`src/hw/rtl/e2efc_pkg.sv`:
```
package e2efc_pkg;

  localparam logic [7:0] CRC_POLY   = 8'h1D;
  localparam logic [3:0] MIN_LEN    = 4'd2;
  localparam logic [7:0] FAIL_MAX   = 8'hFF;

  localparam logic [2:0] ST_OK      = 3'd0;
  localparam logic [2:0] ST_SHORT   = 3'd1;
  localparam logic [2:0] ST_BADPDU  = 3'd2;
  localparam logic [2:0] ST_CRC     = 3'd3;
  localparam logic [2:0] ST_SEQ     = 3'd4;

  typedef struct packed {
    logic [7:0] pdu_id;
    logic [7:0] data_id;
    logic [3:0] frame_length;
    logic [7:0] byte0;
    logic [7:0] byte1;
    logic [7:0] byte2;
    logic [7:0] byte3;
    logic [7:0] byte4;
    logic [7:0] byte5;
    logic [7:0] byte6;
    logic [7:0] byte7;
  } in_item_t;

  typedef struct packed {
    logic [2:0] status;
    logic [7:0] fail_total;
    logic [7:0] computed_crc;
  } out_item_t;

  // per-PDU record: alive counter and consecutive fail count
  typedef struct packed {
    logic [3:0] alive;
    logic [7:0] fail;
  } slot_rec_t;

  typedef struct packed {
    logic       start;
    logic [2:0] nbytes;
    logic [7:0] init;
  } crc_cmd_t;

endpackage

```
`src/hw/rtl/e2e_frame_check.sv`:
```
// Receive-side E2E check, one CAN frame per transaction. The CRC-8 (poly 0x1D,
// init data_id) runs one frame byte per cycle in a shift register, so a frame
// of length L goes through accept, min(L,MAX_FRAME_BYTES)-1 CRC bytes, settle
// and result; rejected frames (short or bad PDU index) run no CRC bytes.
// One frame is in work at a time; the result sits in an output register so the
// next frame can be taken while it waits. Per-PDU alive and fail counts live in
// a small memory with per-entry valid bits, so reset clears them at once.
module e2e_frame_check #(
  parameter int PDU_SLOTS       = 16,
  parameter int MAX_FRAME_BYTES = 8
) (
  input  logic                 clk,
  input  logic                 rst_n,
  input  logic                 in_valid,
  output logic                 in_ready,
  input  e2efc_pkg::in_item_t  in_data,
  output logic                 out_valid,
  input  logic                 out_ready,
  output e2efc_pkg::out_item_t out_data
);

  localparam int         SLOT_W   = (PDU_SLOTS > 1) ? $clog2(PDU_SLOTS) : 1;
  localparam logic [8:0] SLOT_LIM = 9'(PDU_SLOTS);
  localparam logic [3:0] MAX_LEN  = 4'(MAX_FRAME_BYTES);

  typedef enum logic [2:0] {
    S_IDLE = 3'b001,
    S_RUN  = 3'b010,
    S_FIN  = 3'b100
  } state_t;

  state_t state_r, state_nxt;

  logic                 accept;
  logic                 in_range, is_short;
  logic [3:0]           len_eff;
  e2efc_pkg::crc_cmd_t  crc_cmd;
  logic                 crc_busy;
  logic [7:0]           crc_val;

  logic [SLOT_W-1:0]    idx_r;
  logic                 in_range_r, short_r;
  logic [7:0]           byte0_r;
  logic [3:0]           rx_alive_r;

  e2efc_pkg::slot_rec_t rec, wr_rec;
  logic                 fin_go, wr_en;
  logic [7:0]           fail_inc;
  logic [3:0]           exp_alive;

  e2efc_pkg::out_item_t res, out_r;
  logic                 out_valid_r, out_valid_nxt;

  assign accept   = in_valid && in_ready;
  assign in_ready = (state_r == S_IDLE);

  assign in_range = ({1'b0, in_data.pdu_id} < SLOT_LIM);
  assign is_short = (in_data.frame_length < e2efc_pkg::MIN_LEN);
  assign len_eff  = (in_data.frame_length > MAX_LEN) ? MAX_LEN : in_data.frame_length;

  always_comb begin
    crc_cmd.start  = accept;
    crc_cmd.init   = in_data.data_id;
    crc_cmd.nbytes = (is_short || !in_range) ? 3'd0 : 3'(len_eff - 4'd1);
  end

  e2efc_crc_serial u_crc (
    .clk   (clk),
    .rst_n (rst_n),
    .cmd   (crc_cmd),
    .bytes ({in_data.byte7, in_data.byte6, in_data.byte5, in_data.byte4,
             in_data.byte3, in_data.byte2, in_data.byte1}),
    .busy  (crc_busy),
    .crc   (crc_val)
  );

  e2efc_slot_store #(
    .PDU_SLOTS (PDU_SLOTS),
    .SLOT_W    (SLOT_W)
  ) u_store (
    .clk     (clk),
    .rst_n   (rst_n),
    .rd_en   (accept),
    .rd_idx  (in_data.pdu_id[SLOT_W-1:0]),
    .rd_data (rec),
    .wr_en   (wr_en),
    .wr_idx  (idx_r),
    .wr_data (wr_rec)
  );

  always_ff @(posedge clk) begin
    if (accept) begin
      idx_r      <= in_data.pdu_id[SLOT_W-1:0];
      in_range_r <= in_range;
      short_r    <= is_short;
      byte0_r    <= in_data.byte0;
      rx_alive_r <= in_data.byte1[3:0];
    end
  end

  assign fin_go    = (state_r == S_FIN) && (!out_valid_r || out_ready);
  assign fail_inc  = (rec.fail == e2efc_pkg::FAIL_MAX) ? rec.fail : rec.fail + 8'd1;
  assign exp_alive = rec.alive + 4'd1;

  always_comb begin
    res          = '0;
    wr_rec       = rec;
    wr_en        = 1'b0;
    if (short_r) begin
      res.status     = e2efc_pkg::ST_SHORT;
      res.fail_total = in_range_r ? rec.fail : 8'd0;
    end else if (!in_range_r) begin
      res.status     = e2efc_pkg::ST_BADPDU;
    end else begin
      wr_en            = fin_go;
      res.computed_crc = crc_val;
      if (crc_val != byte0_r) begin
        res.status  = e2efc_pkg::ST_CRC;
        wr_rec.fail = fail_inc;
      end else begin
        wr_rec.alive = rx_alive_r;
        if (rx_alive_r != exp_alive) begin
          res.status  = e2efc_pkg::ST_SEQ;
          wr_rec.fail = fail_inc;
        end else begin
          res.status  = e2efc_pkg::ST_OK;
          wr_rec.fail = 8'd0;
        end
      end
      res.fail_total = wr_rec.fail;
    end
  end

  always_comb begin
    state_nxt = state_r;
    unique case (state_r)
      S_IDLE: begin
        if (accept) begin
          state_nxt = S_RUN;
        end
      end
      S_RUN: begin
        if (!crc_busy) begin
          state_nxt = S_FIN;
        end
      end
      S_FIN: begin
        if (fin_go) begin
          state_nxt = S_IDLE;
        end
      end
      default: state_nxt = S_IDLE;
    endcase
  end

  always_comb begin
    out_valid_nxt = out_valid_r;
    if (out_valid_r && out_ready) begin
      out_valid_nxt = 1'b0;
    end
    if (fin_go) begin
      out_valid_nxt = 1'b1;
    end
  end

  always_ff @(posedge clk) begin
    if (!rst_n) begin
      state_r     <= S_IDLE;
      out_valid_r <= 1'b0;
    end else begin
      state_r     <= state_nxt;
      out_valid_r <= out_valid_nxt;
    end
  end

  always_ff @(posedge clk) begin
    if (fin_go) begin
      out_r <= res;
    end
  end

  assign out_valid = out_valid_r;
  assign out_data  = out_r;

endmodule

```
`src/hw/rtl/e2efc_crc_serial.sv`:
```
module e2efc_crc_serial (
  input  logic                clk,
  input  logic                rst_n,
  input  e2efc_pkg::crc_cmd_t cmd,
  input  logic [55:0]         bytes,   // byte1 in [7:0] .. byte7 in [55:48]
  output logic                busy,
  output logic [7:0]          crc
);

  logic [55:0] sh_r, sh_nxt;
  logic [7:0]  crc_r, crc_nxt;
  logic [2:0]  cnt_r, cnt_nxt;

  function automatic logic [7:0] crc_byte(input logic [7:0] c, input logic [7:0] b);
    logic [7:0] v;
    v = c ^ b;
    for (int k = 0; k < 8; k++) begin
      if (v[7]) begin
        v = {v[6:0], 1'b0} ^ e2efc_pkg::CRC_POLY;
      end else begin
        v = {v[6:0], 1'b0};
      end
    end
    return v;
  endfunction

  always_comb begin
    sh_nxt  = sh_r;
    crc_nxt = crc_r;
    cnt_nxt = cnt_r;
    if (cmd.start) begin
      sh_nxt  = bytes;
      crc_nxt = cmd.init;
      cnt_nxt = cmd.nbytes;
    end else if (cnt_r != 3'd0) begin
      crc_nxt = crc_byte(crc_r, sh_r[7:0]);
      sh_nxt  = {8'h00, sh_r[55:8]};
      cnt_nxt = cnt_r - 3'd1;
    end
  end

  always_ff @(posedge clk) begin
    sh_r  <= sh_nxt;
    crc_r <= crc_nxt;
  end

  always_ff @(posedge clk) begin
    if (!rst_n) begin
      cnt_r <= 3'd0;
    end else begin
      cnt_r <= cnt_nxt;
    end
  end

  assign busy = (cnt_r != 3'd0);
  assign crc  = crc_r;

endmodule

```
`src/hw/rtl/e2efc_slot_store.sv`:
```
module e2efc_slot_store #(
  parameter int PDU_SLOTS = 16,
  parameter int SLOT_W    = 4
) (
  input  logic                   clk,
  input  logic                   rst_n,
  input  logic                   rd_en,
  input  logic [SLOT_W-1:0]      rd_idx,
  output e2efc_pkg::slot_rec_t   rd_data,
  input  logic                   wr_en,
  input  logic [SLOT_W-1:0]      wr_idx,
  input  e2efc_pkg::slot_rec_t   wr_data
);

  e2efc_pkg::slot_rec_t mem [PDU_SLOTS];
  e2efc_pkg::slot_rec_t rd_q_r;
  logic [PDU_SLOTS-1:0] vld_r;
  logic                 rd_vld_r;

  always_ff @(posedge clk) begin
    if (wr_en) begin
      mem[wr_idx] <= wr_data;
    end
    if (rd_en) begin
      rd_q_r <= mem[rd_idx];
    end
  end

  // an entry never written reads as zero
  always_ff @(posedge clk) begin
    if (!rst_n) begin
      vld_r    <= '0;
      rd_vld_r <= 1'b0;
    end else begin
      if (wr_en) begin
        vld_r[wr_idx] <= 1'b1;
      end
      if (rd_en) begin
        rd_vld_r <= vld_r[rd_idx];
      end
    end
  end

  assign rd_data = rd_vld_r ? rd_q_r : '0;

endmodule

```
`config.mk`:
```
export PLATFORM = sky130hd
export DESIGN_NAME = e2e_frame_check
export DESIGN_NICKNAME = d
export VERILOG_FILES = /design/src/hw/rtl/e2efc_pkg.sv /design/src/hw/rtl/e2e_frame_check.sv /design/src/hw/rtl/e2efc_crc_serial.sv /design/src/hw/rtl/e2efc_slot_store.sv
export SDC_FILE = /design/constraint.sdc
export NUM_CORES = 1
export LEC_CHECK = 0
export ABC_AREA = 1
export BUFFER_PORTS_ARGS = -buffer_cell sky130_fd_sc_hd__buf_2
export CAP_MARGIN = 40
export CORE_MARGIN = 3
export CORE_UTILIZATION = 54
export DETAILED_ROUTE_END_ITERATION = 12
export PLACE_DENSITY_LB_ADDON = 0.05
export SLEW_MARGIN = 20
export SYNTH_ARGS = -nofsm -noshare
export SYNTH_HDL_FRONTEND = slang
export SYNTH_HIERARCHICAL = 1
export SYNTH_SLANG_ARGS = --single-unit
```
`constraint.sdc`:
```
create_clock -name clk -period 4.18 [get_ports clk]
set_input_delay 0.418 -clock clk [delete_from_list [all_inputs] [get_ports clk]]
set_output_delay 0.418 -clock clk [all_outputs]
set_load 0.03 [all_outputs]
```
# Word-level counts from Yosys, hierarchy flattened
# Memory sizes are Yosys's and may differ from the RTL's. A register that Yosys moved wholly into a read port is not among the register bits.
# Index checks and enable logic that the tools add are counted.
# word_totals
reg_bits	125
latch_bits	0
mem_bits_rw	192
rom_bits	0
in_bits	88
out_inout_bits	21
word_cells	118
memories	1
# classes
addsub	4
mul	0
n_div	0
magnitude_cmp	6
eq_ne	9
n_shift	0
muxes	57
bitwise	11
reduce_logical	14
# memory_table
name	depth	word_bits	read_ports	rd_ports_with_merged_regs	wr	line_no	text
u_store.mem	16	12	1	1	1	e2efc_slot_store.sv:15	e2efc_pkg::slot_rec_t mem [PDU_SLOTS];
# ops
op	count
$mux 8	21
$mux 56	2
$mux 5	8
$mux 12	3
$not 4->4	8
$mux 3	8
$mux 16	1
$or 16x16->16	1
$lt 4x5->1 const B	2
$pmux 3 s3	1
$add 8x1->8 const B	1
$eq 8x8->1 const B	1
$lt 8x5->1 const B	1
$mux 1	8
$ne 8x8->1	1
$xor 8x8->8	1
$sub 3x1->3 const B	2
$add 4x1->4 const B	1
$bmux 1 s4	1
$demux 1 s4	1
$ge 4x1->1 const B	1
$gt 4x4->1 const B	1
$logic_and 1x1->1	4
$lt 4x2->1 const B	1
other kinds (16)	21

# Longest topological paths before layout
# Gate-level depths: netlist of run 1.
# logic_depth
ltp_word	33
ltp_mapped	13
mapped_depth_nobuf	13

# Hierarchy
# The synthesis of run 1 kept the hierarchy.
# by_module_without_submodules
module	instances	cells_each	area_per_inst_um2	seq_area_each_um2
e2efc_slot_store	1	716	8749.6	6466.2
e2efc_crc_serial	1	397	3362.0	1981.9
e2e_frame_check	1	265	2265.9	1191.1

# Worst setup path before layout of run 1
# Ideal clock, no wire load.
# synth_path
kind	register to register
from	reg state_r[1]
to	reg u_crc.crc_r[0], in the netlist u_crc/crc[0] (enable)
setup_time_ps	419
t_arrival_ps	4033
t_required_ps	3761
path_slack_ps	-273
stages_incl_launch_ff	6
n_path_buf	0
period_less_slack_ps	4453
cell_sequence	dfxtp_1 > nor3_2 > inv_1 > nor2_1 > nor2_1 > inv_1
# synth_via
elab_chain_cells	3
# synth_rtl
element	line_no	text
from (decl)	e2e_frame_check.sv:32	state_t state_r, state_nxt;
from (signal assigned)	e2e_frame_check.sv:171	state_r <= state_nxt;
$eq 3x1->1	e2e_frame_check.sv:55	assign in_ready = (state_r == S_IDLE);
named net in_ready	e2e_frame_check.sv:15	output logic in_ready,
$logic_and 1x1->1	e2e_frame_check.sv:54	assign accept = in_valid && in_ready;
named net accept	e2e_frame_check.sv:34	logic accept;
$reduce_bool 2->1 (no source line)	-	
to (signal assigned)	e2efc_crc_serial.sv:44	crc_r <= crc_nxt;
to (decl)	e2efc_crc_serial.sv:11	logic [7:0] crc_r, crc_nxt;
# The timed path passes the listed nets, and every way through them passes these cells.
# A chain may end at the register's enable or synchronous reset.

==> impl_metrics.env, run 1 <==
export IMPL_yosysTopAreaCell="edfxtp_1"
export IMPL_syn_to_final_growth_pct=13.7
export IMPL_io_buffers=108
export IMPL_synth_edf_count=305
export IMPL_final_seq_area_um2=9640
export IMPL_cp_required_ns=4.22
export IMPL_antenna_found_initial=0
export IMPL_drt_wirelength_per_cell_um=18.0
export IMPL_drt_total_wl_um=33300
export IMPL_die_y_um=169
export IMPL_dp_hpwl_um=20700
export IMPL_rows=59
export IMPL_grt_pass1_vias=9595
export IMPL_path_clk_slew_ns=0.06
export IMPL_end_kind="register"
export IMPL_hold_viol_final=0
export IMPL_holdPathStages=1
export IMPL_yosys_warnings=6
export IMPL_vias=9989
export IMPL_leakage_nw=6.66
export IMPL_finalPower_mw=9.55
export IMPL_final_period_utilization=0.657
export IMPL_numCtsBuffers=35
export IMPL_synth_flop_cell="edfxtp_1"
export IMPL_cts_tree="yes"
export IMPL_ant_nets=0
export IMPL_dr_pass1_iters=5
export IMPL_ctsHoldBuffers=0
export IMPL_finalClockSkew_ns=0.0145
export IMPL_final_util=0.626
export IMPL_dr_first_iter_drc_count=849
export IMPL_setup_viol=0
export IMPL_yosysSeqAreaShare=0.670
export IMPL_slew_headroom=0.438
export IMPL_ios=109
export IMPL_critPathLaunchType="register"
export IMPL_grt_max_degree=105
export IMPL_clock_fmax_mhz=364
export IMPL_r2r_start="u_store/rd_vld_r"
export IMPL_drive_gt1_frac=0.149
export IMPL_worst_path_max_fanout=16
export IMPL_ir_drop_v=0.000302
export IMPL_powerDensity_nw_per_um2=584
export IMPL_core_um2=26100
export IMPL_cts_resized_gates=0
export IMPL_synth_cells=1378
export IMPL_dieArea_um2=28600
export IMPL_fp_dieW_um=169
export IMPL_grt_use_total=0.232
export IMPL_ys_ff_latch=329
export IMPL_place_area_um2=15300
export IMPL_synth_area_um2=14400
export IMPL_async_flop_share=0
export IMPL_synth_area_leaders="edfxtp_1 64%, nand2_1 9.8%, nor2_1 5.7%, dfxtp_1 3.3%, o21ai_0 3.0%"
export IMPL_crit_arrival_ns=2.78
export IMPL_multi_input_area_um2=4080
export IMPL_tightest_slew_ns=0.842
export IMPL_cts_setup_buffers=0
export IMPL_fill_cells=2209
export IMPL_drcViolationCount=0
export IMPL_dp_cells=1784
export IMPL_stdcell_area_um2=16400
export IMPL_holdPathEnd="byte0_r[7]"
export IMPL_fin_nets=1582
export IMPL_period_minus_slack_ns=2.75
export IMPL_drt_vias_per_instance=5.40
export IMPL_cts_htree_levels=2
export IMPL_timing_hold_ws_ns=0.0935
export IMPL_rsz0062_at_grt="false"
export IMPL_syn_num_nets=1471
export IMPL_syn_area_per_cell_um2=10.4
export IMPL_fin_cells=1849
export IMPL_synth_top_area_frac=0.637
export IMPL_r2r_worst_path_cells=11
export IMPL_drv_slew=0
export IMPL_initial_core_util=0.550
export IMPL_cts_path_max_buffers=3
export IMPL_antenna_cells=0
export IMPL_worstHoldStart="in_data[63]"
export IMPL_critical_path_class="reg -> reg"
export IMPL_setup_tns_ns=0
export IMPL_hp_class="in -> reg"
export IMPL_r2r_slack_ns=1.43
export IMPL_clockRootBuffer="clkbuf_16"
export IMPL_post_route_worst_setup_slack_ns=1.43
export IMPL_clk_latency_ns=0.51
export IMPL_r2r_end="u_store/mem[10][2]"
export IMPL_grt_pass1_wl_um=51400
export IMPL_globalplace_congestion=0.865
export IMPL_run_status="completed"
export IMPL_cap_violations=0
export IMPL_pre_cts_ws_ns=1.48
export IMPL_cts_sinks=329
export IMPL_synth_distinct_cells=42
export IMPL_grt_overflow=0
## Yosys cell counts (3+ instances only)
cell type    n
nand2_1    375
edfxtp_1   305
nor2_1     220
inv_1       94
o21ai_0     86
nand3_1     62
o211ai_1    46
clkbuf_1    28
dfxtp_1     24
o21ai_1     23
buf_2       13
nand2_2     10
a21oi_1      9
inv_2        7
xor2_1       7
buf_1        6
nor3_1       6
buf_6        5
ha_1         5
clkinv_1     4
nand2_4      4
nand3_2      4
o21a_1       4
buf_4        3
o221ai_1     3
xnor2_1      3
## flip-flops by register name, summed over array words and instances, names as in the netlist
signal	count
u_store/mem	192
u_crc/sh_r	56
out_data	19
u_store/vld_r	16
u_store/rd_q_r	12
byte0_r	8
u_crc/crc	8
idx_r	4
rx_alive_r	4
state_r	3
u_crc/cnt_r	3
in_range_r	1
out_valid	1
short_r	1
u_store/rd_vld_r	1
## cell type report
| class | instances | area share |
|---|---|---|
| Clock buffer | 48 | 0.0598 |
| Clock inverter | 14 | 0.00383 |
| Timing Repair Buffer | 130 | 0.0466 |
| Tap cell | 335 | 0.0256 |
| Sequential cell | 329 | 0.589 |
| Inverter | 106 | 0.0252 |
| Multi-Input combinational cell | 887 | 0.250 |
## how the worst max path moves through the flow
stage / start / to / slack [ns] / depth (start not counted)
floorplan: state_r[1] / u_crc/crc[0] / 0.33 / 5
global placement: short_r / u_store/mem[3][7] / 1.48 / 7
detailed placement: u_store/rd_vld_r / u_store/mem[11][2] / 1.48 / 11
CTS: u_store/rd_vld_r / u_store/mem[8][2] / 1.45 / 11
global route: u_store/rd_vld_r / u_store/mem[8][2] / 1.24 / 11
finish: u_store/rd_vld_r / u_store/mem[10][2] / 1.43 / 11
## cells by family (layout without fill, tap and decap cells)
| logic type | count (synthesis) | after routing | synth area share |
|---|---|---|---|
| buffers and inverters | 162 | 298 | 0.0485 |
| AND/OR/NAND/NOR | 694 | 694 | 0.197 |
| adder cells (fa/ha/maj) | 5 | 5 | 0.00435 |
| XOR/XNOR | 12 | 12 | 0.00835 |
| AO/OA/AOI/OAI | 176 | 176 | 0.0716 |
| flip-flops | 329 | 329 | 0.670 |
## routing by layer
layer,global-route usage,share of wire,up-vias
met5,0,0,-
met2,0.380,0.48,289
met4,0.0665,0.023,0
met3,0.0405,0.058,64
met1,0.322,0.44,4762
li1,-,-,4874
## worst max-delay path, stage by stage, from the launching register on
cell and delay (ns):
dfxtp_1 0.61, nand2_1 0.09, inv_1 0.14, ha_1 0.26, nand2_1 0.08, nand2_1 0.05, nor2_1 0.09, nand3_1 0.11
nor2_4 0.13, nand2_4 0.11, nand3_1 0.12, nand2_1 0.49
## report_power, final
part	internal, mW	switching, mW
Combinational	0.708	1.53
Sequential	4.29	0.205
Clock	1.63	1.19
## layout by cell type, fill, tap and decap left out, drive strengths merged
cell / synthesis / final
a21oi: 10 / 10
a22oi: 1 / 1
a31oi: 2 / 2
and3: 1 / 1
buf: 27 / 130
bufinv: 1 / 1
clkbuf: 29 / 48
clkinv: 4 / 17
clkinvlp: 0 / 1
dfxtp: 24 / 24
edfxtp: 305 / 305
ha: 5 / 5
inv: 101 / 101
nand2: 389 / 389
nand3: 66 / 66
nand3b: 2 / 2
nand4: 2 / 2
nor2: 222 / 222
nor3: 8 / 8
nor4: 1 / 1
o211ai: 46 / 46
o21a: 4 / 4
o21ai: 110 / 110
o221ai: 3 / 3
or2: 3 / 3
xnor2: 5 / 5
xor2: 7 / 7
Power figures use the tool's default switching activity.
==> run 2, diff against run 1 <==
--- a/config.mk
+++ b/config.mk
@@ -9,7 +9,7 @@
 export BUFFER_PORTS_ARGS = -buffer_cell sky130_fd_sc_hd__buf_2
 export CAP_MARGIN = 40
 export CORE_MARGIN = 3
-export CORE_UTILIZATION = 54
+export CORE_UTILIZATION = 55
 export DETAILED_ROUTE_END_ITERATION = 12
 export PLACE_DENSITY_LB_ADDON = 0.05
 export SLEW_MARGIN = 20
==> constraint.sdc (replaced) <==
create_clock -name clk -period 2.8 [get_ports clk]
set_input_delay 0.28 -clock clk [delete_from_list [all_inputs] [get_ports clk]]
set_output_delay 0.28 -clock clk [all_outputs]
set_load 0.03 [all_outputs]
==> impl_metrics.env, run 2 (synthesis results as in run 1) <==
export IMPL_run_status="completed"
export IMPL_setup_tns_ns=0
export IMPL_antenna_found_initial=0
export IMPL_p_comb_frac=0.230
export IMPL_cts_tree="yes"
export IMPL_cts_path_max_buffers=3
export IMPL_dr_pass1_iters=5
export IMPL_r2r_slack_ns=0.41
export IMPL_largest_register_ff_count=192
export IMPL_core_um2=25500
export IMPL_timing_hold_ws_ns=0.0384
export IMPL_slew_headroom=0.463
export IMPL_stdcell_area_um2=16700
export IMPL_critical_path_class="reg -> reg"
export IMPL_grt_use_total=0.230
export IMPL_path_clk_slew_ns=0.07
export IMPL_dp_cells=1799
export IMPL_setup_viol=0
export IMPL_crit_arrival_ns=2.60
export IMPL_layout_commonest_cell="nand2_1"
export IMPL_drt_wirelength_per_cell_um=17.3
export IMPL_critPathLaunchType="register"
export IMPL_ir_drop_v=0.000729
export IMPL_multi_input_area_um2=4060
export IMPL_finalPower_mw=14.4
export IMPL_holdPathStages=3
export IMPL_fin_cells=1873
export IMPL_swShare=0.300
export IMPL_vias=10000
export IMPL_leakage_nw=6.83
export IMPL_rows=58
export IMPL_dieArea_um2=28100
export IMPL_antenna_cells=0
export IMPL_r2r_end="u_store/mem[1][3]"
export IMPL_fill_cells=2032
export IMPL_internal_power_mw=10.1
export IMPL_final_cell_mix="375 x nand2_1, 305 x edfxtp_1, 218 x nor2_1"
export IMPL_numCtsBuffers=35
export IMPL_drv_slew=0
export IMPL_tightest_slew_ns=0.801
export IMPL_hp_class="in -> reg"
export IMPL_fin_nets=1611
export IMPL_initial_core_util=0.564
export IMPL_die_y_um=168
export IMPL_rsz0062_at_grt="false"
export IMPL_cts_sinks=329
export IMPL_ios=109
export IMPL_holdPathEnd="u_crc/sh_r[53]"
export IMPL_powerDensity_nw_per_um2=864
export IMPL_dr_first_iter_drc_count=938
export IMPL_clock_fmax_mhz=419
export IMPL_grt_pass1_wl_um=51200
export IMPL_grt_overflow=0
export IMPL_power_switching_mw=4.31
export IMPL_globalplace_congestion=0.925
export IMPL_final_util=0.654
export IMPL_finalClockSkew_ns=0.0186
export IMPL_period_minus_slack_ns=2.39
export IMPL_max_flop_register="u_store/mem"
export IMPL_pre_cts_ws_ns=0.472
export IMPL_syn_to_final_growth_pct=15.8
export IMPL_post_route_worst_setup_slack_ns=0.411
export IMPL_clockRootBuffer="clkbuf_16"
export IMPL_cts_htree_levels=2
export IMPL_cap_violations=0
export IMPL_drt_vias_per_instance=5.36
export IMPL_clockPowerShare=0.305
export IMPL_worst_path_max_fanout=6
export IMPL_ant_nets=0
export IMPL_cp_required_ns=3.01
export IMPL_drive_gt1_frac=0.150
export IMPL_place_area_um2=15400
export IMPL_grt_max_degree=106
export IMPL_dp_hpwl_um=20000
export IMPL_io_buffers=108
export IMPL_drt_total_wl_um=32400
export IMPL_drcViolationCount=0
export IMPL_worstHoldStart="in_data[5]"
export IMPL_fp_dieW_um=168
export IMPL_pwr_share_seq=0.466
export IMPL_final_seq_area_um2=9640
export IMPL_clk_latency_ns=0.51
export IMPL_r2r_start="short_r"
export IMPL_r2r_worst_path_cells=8
export IMPL_hold_viol_final=0
export IMPL_grt_pass1_vias=9772
export IMPL_end_kind="register"
export IMPL_final_period_utilization=0.853
## run 2: changes by cell type in the layout (fill, tap and decap cells not counted), sizes merged
cell,change
buf,+17
bufinv,+2
clkinv,-4
clkinvlp,+3
dlygate4sd3,+12
inv,-1
## run 2: power groups by stage
stage | sequential (mW) | clock (mW) | combinational [mW]
after detailed placement | 6.79 | 0 | 3.26
after global routing | 6.77 | 4.66 | 3.78
after floorplan | 6.74 | 0 | 2.45
final | 6.70 | 4.39 | 3.30
after CTS | 6.69 | 4.46 | 3.28
after global placement | 6.77 | 0 | 3.18
## run 2: area by class of cell
cell class                      instances  share of cell area
Inverter                              106              0.0249
Tap cell                              330              0.0248
Timing Repair Buffer                  159              0.0625
Clock inverter                         14             0.00721
Multi-Input combinational cell        887               0.244
Sequential cell                       329               0.579
Clock buffer                           48              0.0581
## run 2: how the worst max path moves through the flow
stage / start / end / slack (ns) / cells past startpoint
floorplan: state_r[1] / u_crc/crc[0] / 0.02 / 5
global placement: short_r / u_store/mem[7][1] / 0.50 / 8
detailed placement: short_r / u_store/mem[7][1] / 0.47 / 8
CTS: short_r / u_store/mem[1][0] / 0.44 / 8
global route: u_store/rd_vld_r / u_store/mem[2][2] / 0.26 / 12
finish: short_r / u_store/mem[1][3] / 0.41 / 8
## run 2: layer usage
metal | up-vias | GRT usage | wire, µm
li1 | 4932 | - | -
met1 | 4729 | 0.337 | 14500
met2 | 316 | 0.362 | 14800
met3 | 71 | 0.0321 | 2190
met4 | 0 | 0.0744 | 877
met5 | - | 0 | 0
## run 2: worst max-delay path, cell delays in order, from the launching register on
cell,delay [ns]
edfxtp_1,0.42
inv_2,0.10
nand2_4,0.06
nor3_1,0.26
inv_1,0.14
nor3_1,0.21
inv_1,0.12
nor2_1,0.50
buf_4,0.28
## run 2: what timing repair did
action                     in CTS  in global routing
setup endpoints to repair       0                  0
gates resized for setup         0                  0
setup buffers                   0                  0
hold buffers                   12                  0
hold endpoints to repair       12                  0
